## src/rtl/mlpf_level_store.sv

```systemverilog
// Per-level head and tail pointer memories with one registered read port.
`default_nettype none
module mlpf_level_store #(
	parameter int LEVELS = 256,
	parameter int EW     = 8
) (
	input  wire logic                      clk,
	input  wire logic                      re,
	input  wire logic [$clog2(LEVELS)-1:0] raddr,
	output logic      [EW-1:0]             head_rd,
	output logic      [EW-1:0]             tail_rd,
	input  wire logic                      head_we,
	input  wire logic                      tail_we,
	input  wire logic [$clog2(LEVELS)-1:0] waddr,
	input  wire logic [EW-1:0]             wdata
);
	logic [EW-1:0] head_mem [LEVELS];
	logic [EW-1:0] tail_mem [LEVELS];

	always_ff @(posedge clk) begin
		if (head_we) begin
			head_mem[waddr] <= wdata;
		end
		if (tail_we) begin
			tail_mem[waddr] <= wdata;
		end
		if (re) begin
			head_rd <= head_mem[raddr];
			tail_rd <= tail_mem[raddr];
		end
	end
endmodule
`default_nettype wire

```

## config.mk

```make
export PLATFORM = sky130hd
export DESIGN_NAME = mlpf_level_store
export DESIGN_NICKNAME = d
export VERILOG_FILES = /design/src/rtl/mlpf_level_store.sv
export SDC_FILE = /design/constraint.sdc
export NUM_CORES = 2
export LEC_CHECK = 0
export BUFFER_PORTS_ARGS = -buffer_cell sky130_fd_sc_hd__buf_2
export CAP_MARGIN = 20
export CORE_MARGIN = 2
export CORE_UTILIZATION = 60
export DETAILED_ROUTE_END_ITERATION = 6
export PLACE_DENSITY_LB_ADDON = 0.2
export SYNTH_ARGS = -nofsm -noshare
export SYNTH_HDL_FRONTEND = slang
export SYNTH_SLANG_ARGS = --single-unit
```

## constraint.sdc

```tcl
create_clock -name clk -period 6.12 [get_ports clk]
set_input_delay 0 -clock clk [delete_from_list [all_inputs] [get_ports clk]]
set_output_delay 0 -clock clk [all_outputs]
set_load 0.05 [all_outputs]
```

==> out/results.tsv <==
metric	value	unit
grt_pass1_wl	563	mm
worstSkewPairLatency	0.91	ns
status	complete, but fails checks	
arrival	4.44	ns
io_buffers	43	
postSynthCellCount	7677	
wl_met3	38.4	mm
cts_buffer_depth	4	
start_util	0.603	
crit_top_cell	nor4_1	
coreArea	0.265	sq mm
synth_area_leaders	edfxtp_1 (77%), mux4_2 (11%), mux2i_1 (3.9%), o221ai_1 (1.4%), nor2_1 (1.2%)	
synth_cell_types	47	
dr_wl_met2	188	mm
violations	design-rule violations	
fin_nets	7811	
hold_class	input port to flop	
relSlewSlack	0.153	
cpMaxStageDelayCell	nor4_1	
required	6.74	ns
yosys_warnings	0	
rsz0062_at_grt	no	
total_leakage_power	55.3	nW
synth_edf_count	4112	
dp.final_hpwl	228	mm
yosys.area.top_type	edfxtp_1	
yosysTopAreaCellShare	0.772	
fin_area	0.176	sq mm
drc	5	
grt.total_usage	0.289	
syn_nets	7705	
startpoint_type	input port	
antenna_found_initial	19	
place_area	0.164	sq mm
stdcell_count	11600	
power_density	328	mW/mm^2
fin_crit_sh	0.623	
syn2layout_area_growth	10.3	%
crit_chain	dlygate4sd3_1, buf_6, nand2b_4, buf_4, o221ai_1, a21oi_1, nor4_1, nand3_1, nor4_1	
clock-sinks	4112	
clockRootBuffer	clkbuf_16	
fmax	262	MHz
post_cts_resized	0	
viasPerCell	6.87	
tns	0	ns
drive_gt1_frac	0.199	
gr-total-overflow	0	
worstSetupPathType	input port to flop	
yosys-top-cells-count	edfxtp_1 (4,112), mux4_2 (784), mux2i_1 (622)	
maxCapViolations	0	
crit_path_max_fanout	66	
routedWlPerCell	33.7	um
die_y	520	um
holdWs	0.0930	ns
num_rows	189	
detail-route-antenna-nets	0	
ys_ff_latch	4112	
grt_max_degree	197	
grt_pass1_vias	78500	
drt-met1-wl	151	mm
drt-initial-drc-count	11100	
finalSetupViolCount	0	
syn_avg_cell_area	20.8	sq um
placedCellCount	10900	
vdd_drop_max	0.300	mV
cts_buffers	404	
cts_htree_levels	5	
finalHoldViolCount	0	
synth-main-ff-cell	edfxtp_1	
slowest_delay	0.73	ns
finalMaxSlewViolations	0	
die-area	0.271	sq mm
routed_wl	393	mm
async_reset_ff_frac	0	
die_x	520	um
clk_pin_slew	0.06	ns
tightestPinTransition	1.27	ns
fin_crit	3.81	ns
worstSetupEndpointType	flop	
critical-path-top-delay-family	simple AND/OR/NAND/NOR gates	
via_count	80000	
ios	44	
ys_seq_area_frac	0.772	
topRoutingLayerUsed	met5	
yosysMostFrequentCell	edfxtp_1	
place_congestion	0.871	
timing.clock.skew	0.0656	ns
synth_area	0.160	sq mm
cts_tree	yes	
crit_buf_inv	3	
drt-pass1-iter-count	7	
## state kept, by name, indices dropped and copies added, names as in the netlist
register  cells
tail_rd       8
head_rd       8
tail_mem   2048
head_mem   2048
## report_power, final
group          total [mW]  internal, mW  switching [mW]
clock                23.9          13.6            10.3
combinational        2.86         0.942            1.92
sequential           31.1          31.1          0.0632
total                57.9          45.6            12.3
## kinds of logic (layout without fill, tap and decap cells)
group / after synthesis / after routing / share of synthesized area
mux: 1470 / 1470 / 0.154
simple gates: 808 / 808 / 0.0212
other cells: 0 / 6 / 0
flops: 4112 / 4112 / 0.772
buf+inv: 497 / 924 / 0.0181
compound gates: 790 / 790 / 0.0351
## metrics by stage
step	utilization	total power [mW]	setup WS, ns
after global placement	0.617	34.5	1.85
after global routing	0.665	59.2	2.36
after CTS	0.665	58.0	2.49
after floorplan	-	33.3	3.91
after detailed placement	0.617	34.6	1.78
final	0.666	57.9	2.31
## worst register-to-register path: stages (launching register included)
cell and delay, ns:
edfxtp_1 0.36, mux4_2 0.52, mux4_2 0.54, a22o_1 0.33, o32ai_1 0.99, nor4_1 0.15
## layer usage
layer | vias to the layer above | global-route usage
met4 | 12 | 0.102
met1 | 42100 | 0.417
met2 | 4692 | 0.451
li1 | 32400 | -
met3 | 760 | 0.0528
met5 | - | 0
## cells in the final DEF, fill, tap and decap left out, types with 6 or more instances in the layout
master         netlist  layout
clkinv_2             0      76
o22ai_1            172     172
clkinv_1             1      83
nor2_1             530     528
nand3_4              0       6
clkbuf_1           275      95
nand2_1             82      73
buf_4               28      90
a22oi_1             30      30
buf_12               5      43
a32oi_1              8       8
nor4_1              20      20
clkinvlp_4           0      11
clkbuf_16            0     410
o21ai_0             24      24
bufinv_16            0      32
mux2i_1            622     622
mux2_2              64      64
nand3_1             23      17
edfxtp_1          4112    4112
o211ai_1             8       8
a21oi_1            190     190
a22o_1              32      32
diode_2              0       6
dlygate4sd3_1        0      14
nor3_1             104     102
and3_1               6       6
buf_2               70      32
inv_6                0      10
a221oi_1            16      16
nand4_1             15      15
o221ai_1           263     263
a211oi_1             8       8
nand2_4              0       9
o32ai_1             16      16
buf_8               13      12
mux4_2             784     784
o31ai_1             16      16
## layout make-up
cell class                 count  area, sq um
sequential                  4112       123000
fill                       16600        88700
multi-input combinational   3068        33800
clock buffer                 505        10600
tap                         3533         4420
timing repair buffer         194         2050
clock inverter               222         1970
inverter                       3         23.8
antenna                        6         15.0
## what timing repair did
item,CTS,global route
setup buffers,0,0
hold buffers,14,0
endpoints found under the hold margin,905,0
## final timing paths
kind | startpoint | endpoint | slack, ns | cells after the start
max | raddr[2] | tail_rd[1]$_DFFE_PP_ | 2.31 | 9
min | raddr[5] | tail_rd[2]$_DFFE_PP_ | 0.09 | 4
max reg2reg | head_mem[59][6]$_DFFE_PP_ | head_rd[6]$_DFFE_PP_ | 2.94 | 5
min reg2reg | head_mem[226][0]$_DFFE_PP_ | head_rd[0]$_DFFE_PP_ | 1.11 | 6
Power figures use the tool's default switching activity.
