## src/rtl/mlpf_pkg.sv

```systemverilog
// Shared types and codes of the multi-level priority FIFO.
`default_nettype none
package mlpf_pkg;
	localparam logic [1:0] ACT_ENQ       = 2'd0;
	localparam logic [1:0] ACT_DEQ_EXACT = 2'd1;
	localparam logic [1:0] ACT_DEQ_MIN   = 2'd2;
	localparam logic [1:0] ACT_DEQ_ANY   = 2'd3;

	localparam logic [1:0] ST_DONE = 2'd0;
	localparam logic [1:0] ST_NONE = 2'd1;
	localparam logic [1:0] ST_FULL = 2'd2;

	localparam int GROUP = 16;

	typedef struct packed {
		logic       found;
		logic [7:0] level;
	} mlpf_find_t;
endpackage
`default_nettype wire

```

## src/rtl/mlpf_find.sv

```systemverilog
// Two-stage registered find-first over the non-empty bitmap, from a start level up.
`default_nettype none
module mlpf_find #(
	parameter int LEVELS = 256
) (
	input  wire logic              clk,
	input  wire logic              arst_n,
	input  wire logic [LEVELS-1:0] bitmap,
	input  wire logic [7:0]        start_level,
	output mlpf_pkg::mlpf_find_t   result
);
	localparam int G  = mlpf_pkg::GROUP;
	localparam int NG = (LEVELS + G - 1) / G;

	logic [NG*G-1:0] masked;
	logic [NG-1:0]   any_s1;
	logic [3:0]      first_s1 [NG];
	logic [3:0]      first_c  [NG];
	mlpf_pkg::mlpf_find_t pick_c;

	// Keep only levels at or above the start level.
	always_comb begin
		masked = '0;
		for (int i = 0; i < LEVELS; i++) begin
			masked[i] = bitmap[i] && (9'(i) >= {1'b0, start_level});
		end
	end

	always_comb begin
		for (int g = 0; g < NG; g++) begin
			first_c[g] = 4'd0;
			for (int j = G - 1; j >= 0; j--) begin
				if (masked[g*G + j]) begin
					first_c[g] = 4'(j);
				end
			end
		end
	end

	always_ff @(posedge clk or negedge arst_n) begin
		if (!arst_n) begin
			any_s1 <= '0;
		end else begin
			for (int g = 0; g < NG; g++) begin
				any_s1[g] <= |masked[g*G +: G];
			end
		end
	end

	always_ff @(posedge clk) begin
		for (int g = 0; g < NG; g++) begin
			first_s1[g] <= first_c[g];
		end
	end

	always_comb begin
		pick_c = '0;
		for (int g = NG - 1; g >= 0; g--) begin
			if (any_s1[g]) begin
				pick_c.found = 1'b1;
				pick_c.level = {4'(g), first_s1[g]};
			end
		end
	end

	always_ff @(posedge clk or negedge arst_n) begin
		if (!arst_n) begin
			result <= '0;
		end else begin
			result <= pick_c;
		end
	end
endmodule
`default_nettype wire

```

## config.mk

```make
export PLATFORM = sky130hd
export DESIGN_NAME = mlpf_find
export DESIGN_NICKNAME = d
export VERILOG_FILES = /design/src/rtl/mlpf_pkg.sv /design/src/rtl/mlpf_find.sv
export SDC_FILE = /design/constraint.sdc
export NUM_CORES = 1
export LEC_CHECK = 0
export ABC_AREA = 1
export BUFFER_PORTS_ARGS = -buffer_cell sky130_fd_sc_hd__buf_2
export CAP_MARGIN = 10
export CORE_MARGIN = 8
export CORE_UTILIZATION = 46
export DETAILED_ROUTE_END_ITERATION = 10
export GPL_TIMING_DRIVEN = 0
export PLACE_DENSITY_LB_ADDON = 0.08
export SYNTH_ARGS = -nofsm -noshare
export SYNTH_HDL_FRONTEND = slang
export SYNTH_SLANG_ARGS = --single-unit
```

## constraint.sdc

```tcl
create_clock -name clk -period 4.65 [get_ports clk]
set_clock_uncertainty 0.2 [all_clocks]
set_input_delay 0.465 -clock clk [delete_from_list [all_inputs] [get_ports clk]]
set_output_delay 0.465 -clock clk [all_outputs]
set_load 0.05 [all_outputs]
```

==> impl_metrics.toml <==
[critical_path]
worst_ep_arrival_time_ns = 3.60
crit_buf_inv = 5
cell_by_cell_trace_of_the_critical_path = "buf_2 > nor2_2 > inv_2 > nor2_1 > inv_1 > buf_2 > o21ai_0 > nand2_1 > nand2_1 > nor2_1 > inv_1 > nor4_1"
critical_path_endpoint_category = "flop"
cp_top_family = "simple AND/OR/NAND/NOR gates"
timing.reg2reg.worst_path_depth = 11
worst_case_register_to_register_setup_slack_ns = 2.33
worstReg2RegEnd = "result[3]$_DFF_PN0_"
worst-path-max-fanout = 10
timing.critical_path.slowest_cell_delay_ns = 0.81
worstSetupPathType = "in2reg"
rr_startpoint = "any_s1[14]$_DFF_PN0_"
crit_slowest_cell = "sky130_fd_sc_hd__nor2_1"
critPathLaunchType = "primary input"
cp.required_ns = 4.68

[clocking]
clk_pin_slew_ns = 0.07
postCtsSetupBuffers = 0
clock_tree.root_cell = "sky130_fd_sc_hd__clkbuf_16"
cts_htree_levels = 3
clock-sinks = 89
post_cts_resize_count = 0
cts-hold-fix-buffers = 0
clk-insertion-delay-late_ns = 0.36
tritoncts = "built"
cts_max_path_buffers = 2
cts_buffers = 9

[layout]
finalNetCount = 1908
postLayoutCoreUtil = 0.589
layout-drive-gt1-share = 0.219
fillerInstances = 1734
layout.cells.most_common_list = "481 x sky130_fd_sc_hd__nand2_1, 292 x sky130_fd_sc_hd__buf_2, 123 x sky130_fd_sc_hd__nor2_1"
layout_commonest_cell = "sky130_fd_sc_hd__nand2_1"
synthToLayoutAreaGrowth_pct = 25.0

[power]
worst_ir_drop_vdd_mv = 0.222
power.density_cell_area_mw_per_mm2 = 254
total_leakage_power_uw = 0.00520

[die]
initial_core_util = 0.471
floorplan.io_pins = 275
floorplan.die_area_sq_mm = 0.0215
fp.dieH_microns = 147
placement_rows = 47
core_area_sq_mm = 0.0166
fp.dieW_microns = 147

[place]
placement.io_buffers = 272
place_congestion = 1.06
hpwlAfterDp_microns = 30900

[detailed_routing]
detailroute.via_count = 10900
drc = 0
initialDrtViolationCount = 1195
first_pass_iters = 8
avgViaCountPerCell = 5.85
route.final.wire_length_microns = 38500
wl_per_cell_microns = 20.6
detail_route_antenna_nets = 0

[sta]
hold-worst-slack_ns = -0.00891
rsz0062_at_grt = "no"
timing.max_slew.rel_slack = 0.0723
finalSetupViolCount = 0
fin_tns_setup_ns = 0
final_worst_path_period_share = 0.768
timing_max_transition_violations_final = 0
worst-slew-pin-transition_ns = 1.39
fmaxAchievable_mhz = 280
final_period_minus_worst_setup_slack_ns = 3.57
report.final.hold_viol_count = 14

[logic_synthesis]
yosys_warnings = 0
synth.ff_latch_count = 89
netlist-cell-type-count = 43
yosys_most_used_dff = "sky130_fd_sc_hd__dfxtp_1"
synth.cell_area_sq_mm = 0.00784
synthesis.nets = 1624
post_synth_inst_count = 1358
synthesis.area_per_instance_sq_um = 5.77
ys_seq_area_frac = 0.243
async_reset_ff_frac = 0.281
synth_edf_count = 0

[status]
status = "finished with violations"
violations_in_the_final_reports = "hold timing"

[global_routing]
largest_net_degree_at_the_start_of_global_routing = 26
grt.overflow.total = 0
globalRouteTotalUtil = 0.348
vias_in_the_first_global_route = 10700
grt_first_pass_wirelength_microns = 57900
number_of_antenna_violations_at_the_first_check_in_global_routing = 3

[job]
timing.max_cap.violations = 0

[hold_path]
hold_class = "in2async"
stage by stage:
stage / cells / total power [uW] / setup slack (ns) / cell area, sq um / hold slack (ns)
after floorplan: 1358 / 1400 / 2.42 / 7840 / -0.0306
after global placement: 1850 / 1720 / 0.941 / 9470 / 0.269
after global routing: 1870 / 2610 / 1.09 / 9800 / 0.0136
after CTS: 1867 / 2470 / 1.31 / 9790 / 0.00332
after detailed placement: 1851 / 1720 / 0.945 / 9490 / 0.257
final: 1870 / 2490 / 1.08 / 9800 / -0.00891
area by class of cell:
| class | instances | area, sq um | area share |
|---|---|---|---|
| Timing Repair Buffer | 273 | 1370 | 0.140 |
| Antenna cell | 3 | 7.51 | 0.000766 |
| Tap cell | 220 | 275 | 0.0281 |
| Clock inverter | 6 | 75.1 | 0.00766 |
| Multi-Input combinational cell | 1100 | 5240 | 0.535 |
| Sequential cell | 89 | 1910 | 0.195 |
| Inverter | 130 | 489 | 0.0499 |
| Buffer | 39 | 199 | 0.0203 |
| Clock buffer | 10 | 229 | 0.0234 |
state kept, by name, summed over array words and instances, names as in the netlist:
| name | flops |
|---|---|
| first_s1 | 64 |
| result | 9 |
| any_s1 | 16 |
synthesized netlist by cell type (5+ instances only):
master                     instances  share of area
sky130_fd_sc_hd__inv_2            22          0.011
sky130_fd_sc_hd__o211ai_1         84          0.080
sky130_fd_sc_hd__a21boi_0          6         0.0057
sky130_fd_sc_hd__buf_2            20          0.013
sky130_fd_sc_hd__a31oi_1          19          0.015
sky130_fd_sc_hd__dfrtp_1          25          0.080
sky130_fd_sc_hd__buf_4             5         0.0048
sky130_fd_sc_hd__nand2_2           6         0.0048
sky130_fd_sc_hd__clkbuf_1         10         0.0048
sky130_fd_sc_hd__nand2_1         481           0.23
sky130_fd_sc_hd__o21bai_1          8         0.0077
sky130_fd_sc_hd__nor3_1           23          0.015
sky130_fd_sc_hd__dfxtp_1          64           0.16
sky130_fd_sc_hd__a221oi_1          6         0.0067
sky130_fd_sc_hd__a21boi_1         10         0.0096
sky130_fd_sc_hd__o21ai_1          24          0.015
sky130_fd_sc_hd__nor4_1           13          0.010
sky130_fd_sc_hd__a21oi_1          53          0.034
sky130_fd_sc_hd__nand3_1          73          0.047
sky130_fd_sc_hd__nand4_1          13          0.010
sky130_fd_sc_hd__nor2_1          123          0.059
sky130_fd_sc_hd__nor2_2            5         0.0040
sky130_fd_sc_hd__inv_1           107          0.051
sky130_fd_sc_hd__nand3b_1          7         0.0067
sky130_fd_sc_hd__o21ai_0         115          0.073
kinds of logic after synthesis:
kind of cell,Yosys count,synth area share
buffers and inverters,169,0.0878
flip-flops,89,0.243
AND/OR/NAND/NOR,752,0.394
AO/OA/AOI/OAI,348,0.274
power by group:
group | internal, uW | switching, uW | total [uW]
Sequential | 850 | 35.5 | 885
Combinational | 283 | 564 | 847
Clock | 426 | 335 | 761
Total | 1560 | 935 | 2490
how the worst max path moves through the flow:
stage	start	end	slack (ns)	cells after the start
after floorplan	start_level[2]	first_s1[0][11]$_SDFF_PP0_	2.42	12
after global placement	start_level[2]	first_s1[0][11]$_SDFF_PP0_	0.94	12
after detailed placement	start_level[2]	first_s1[0][11]$_SDFF_PP0_	0.94	12
after CTS	start_level[2]	first_s1[0][11]$_SDFF_PP0_	1.31	12
after global routing	start_level[2]	first_s1[1][11]$_SDFF_PP0_	1.09	14
final	start_level[2]	first_s1[0][11]$_SDFF_PP0_	1.08	12
per-layer routing:
| layer | vias up | wire [microns] | part of all wire | GRT usage |
|---|---|---|---|---|
| li1 | 5177 | - | - | - |
| met1 | 4875 | 15000 | 0.39 | 0.419 |
| met2 | 736 | 16900 | 0.44 | 0.549 |
| met3 | 148 | 4330 | 0.11 | 0.0878 |
| met4 | 0 | 2290 | 0.059 | 0.212 |
| met5 | - | 0 | 0 | 0 |
Note: power is estimated with default switching activity, not from simulation.
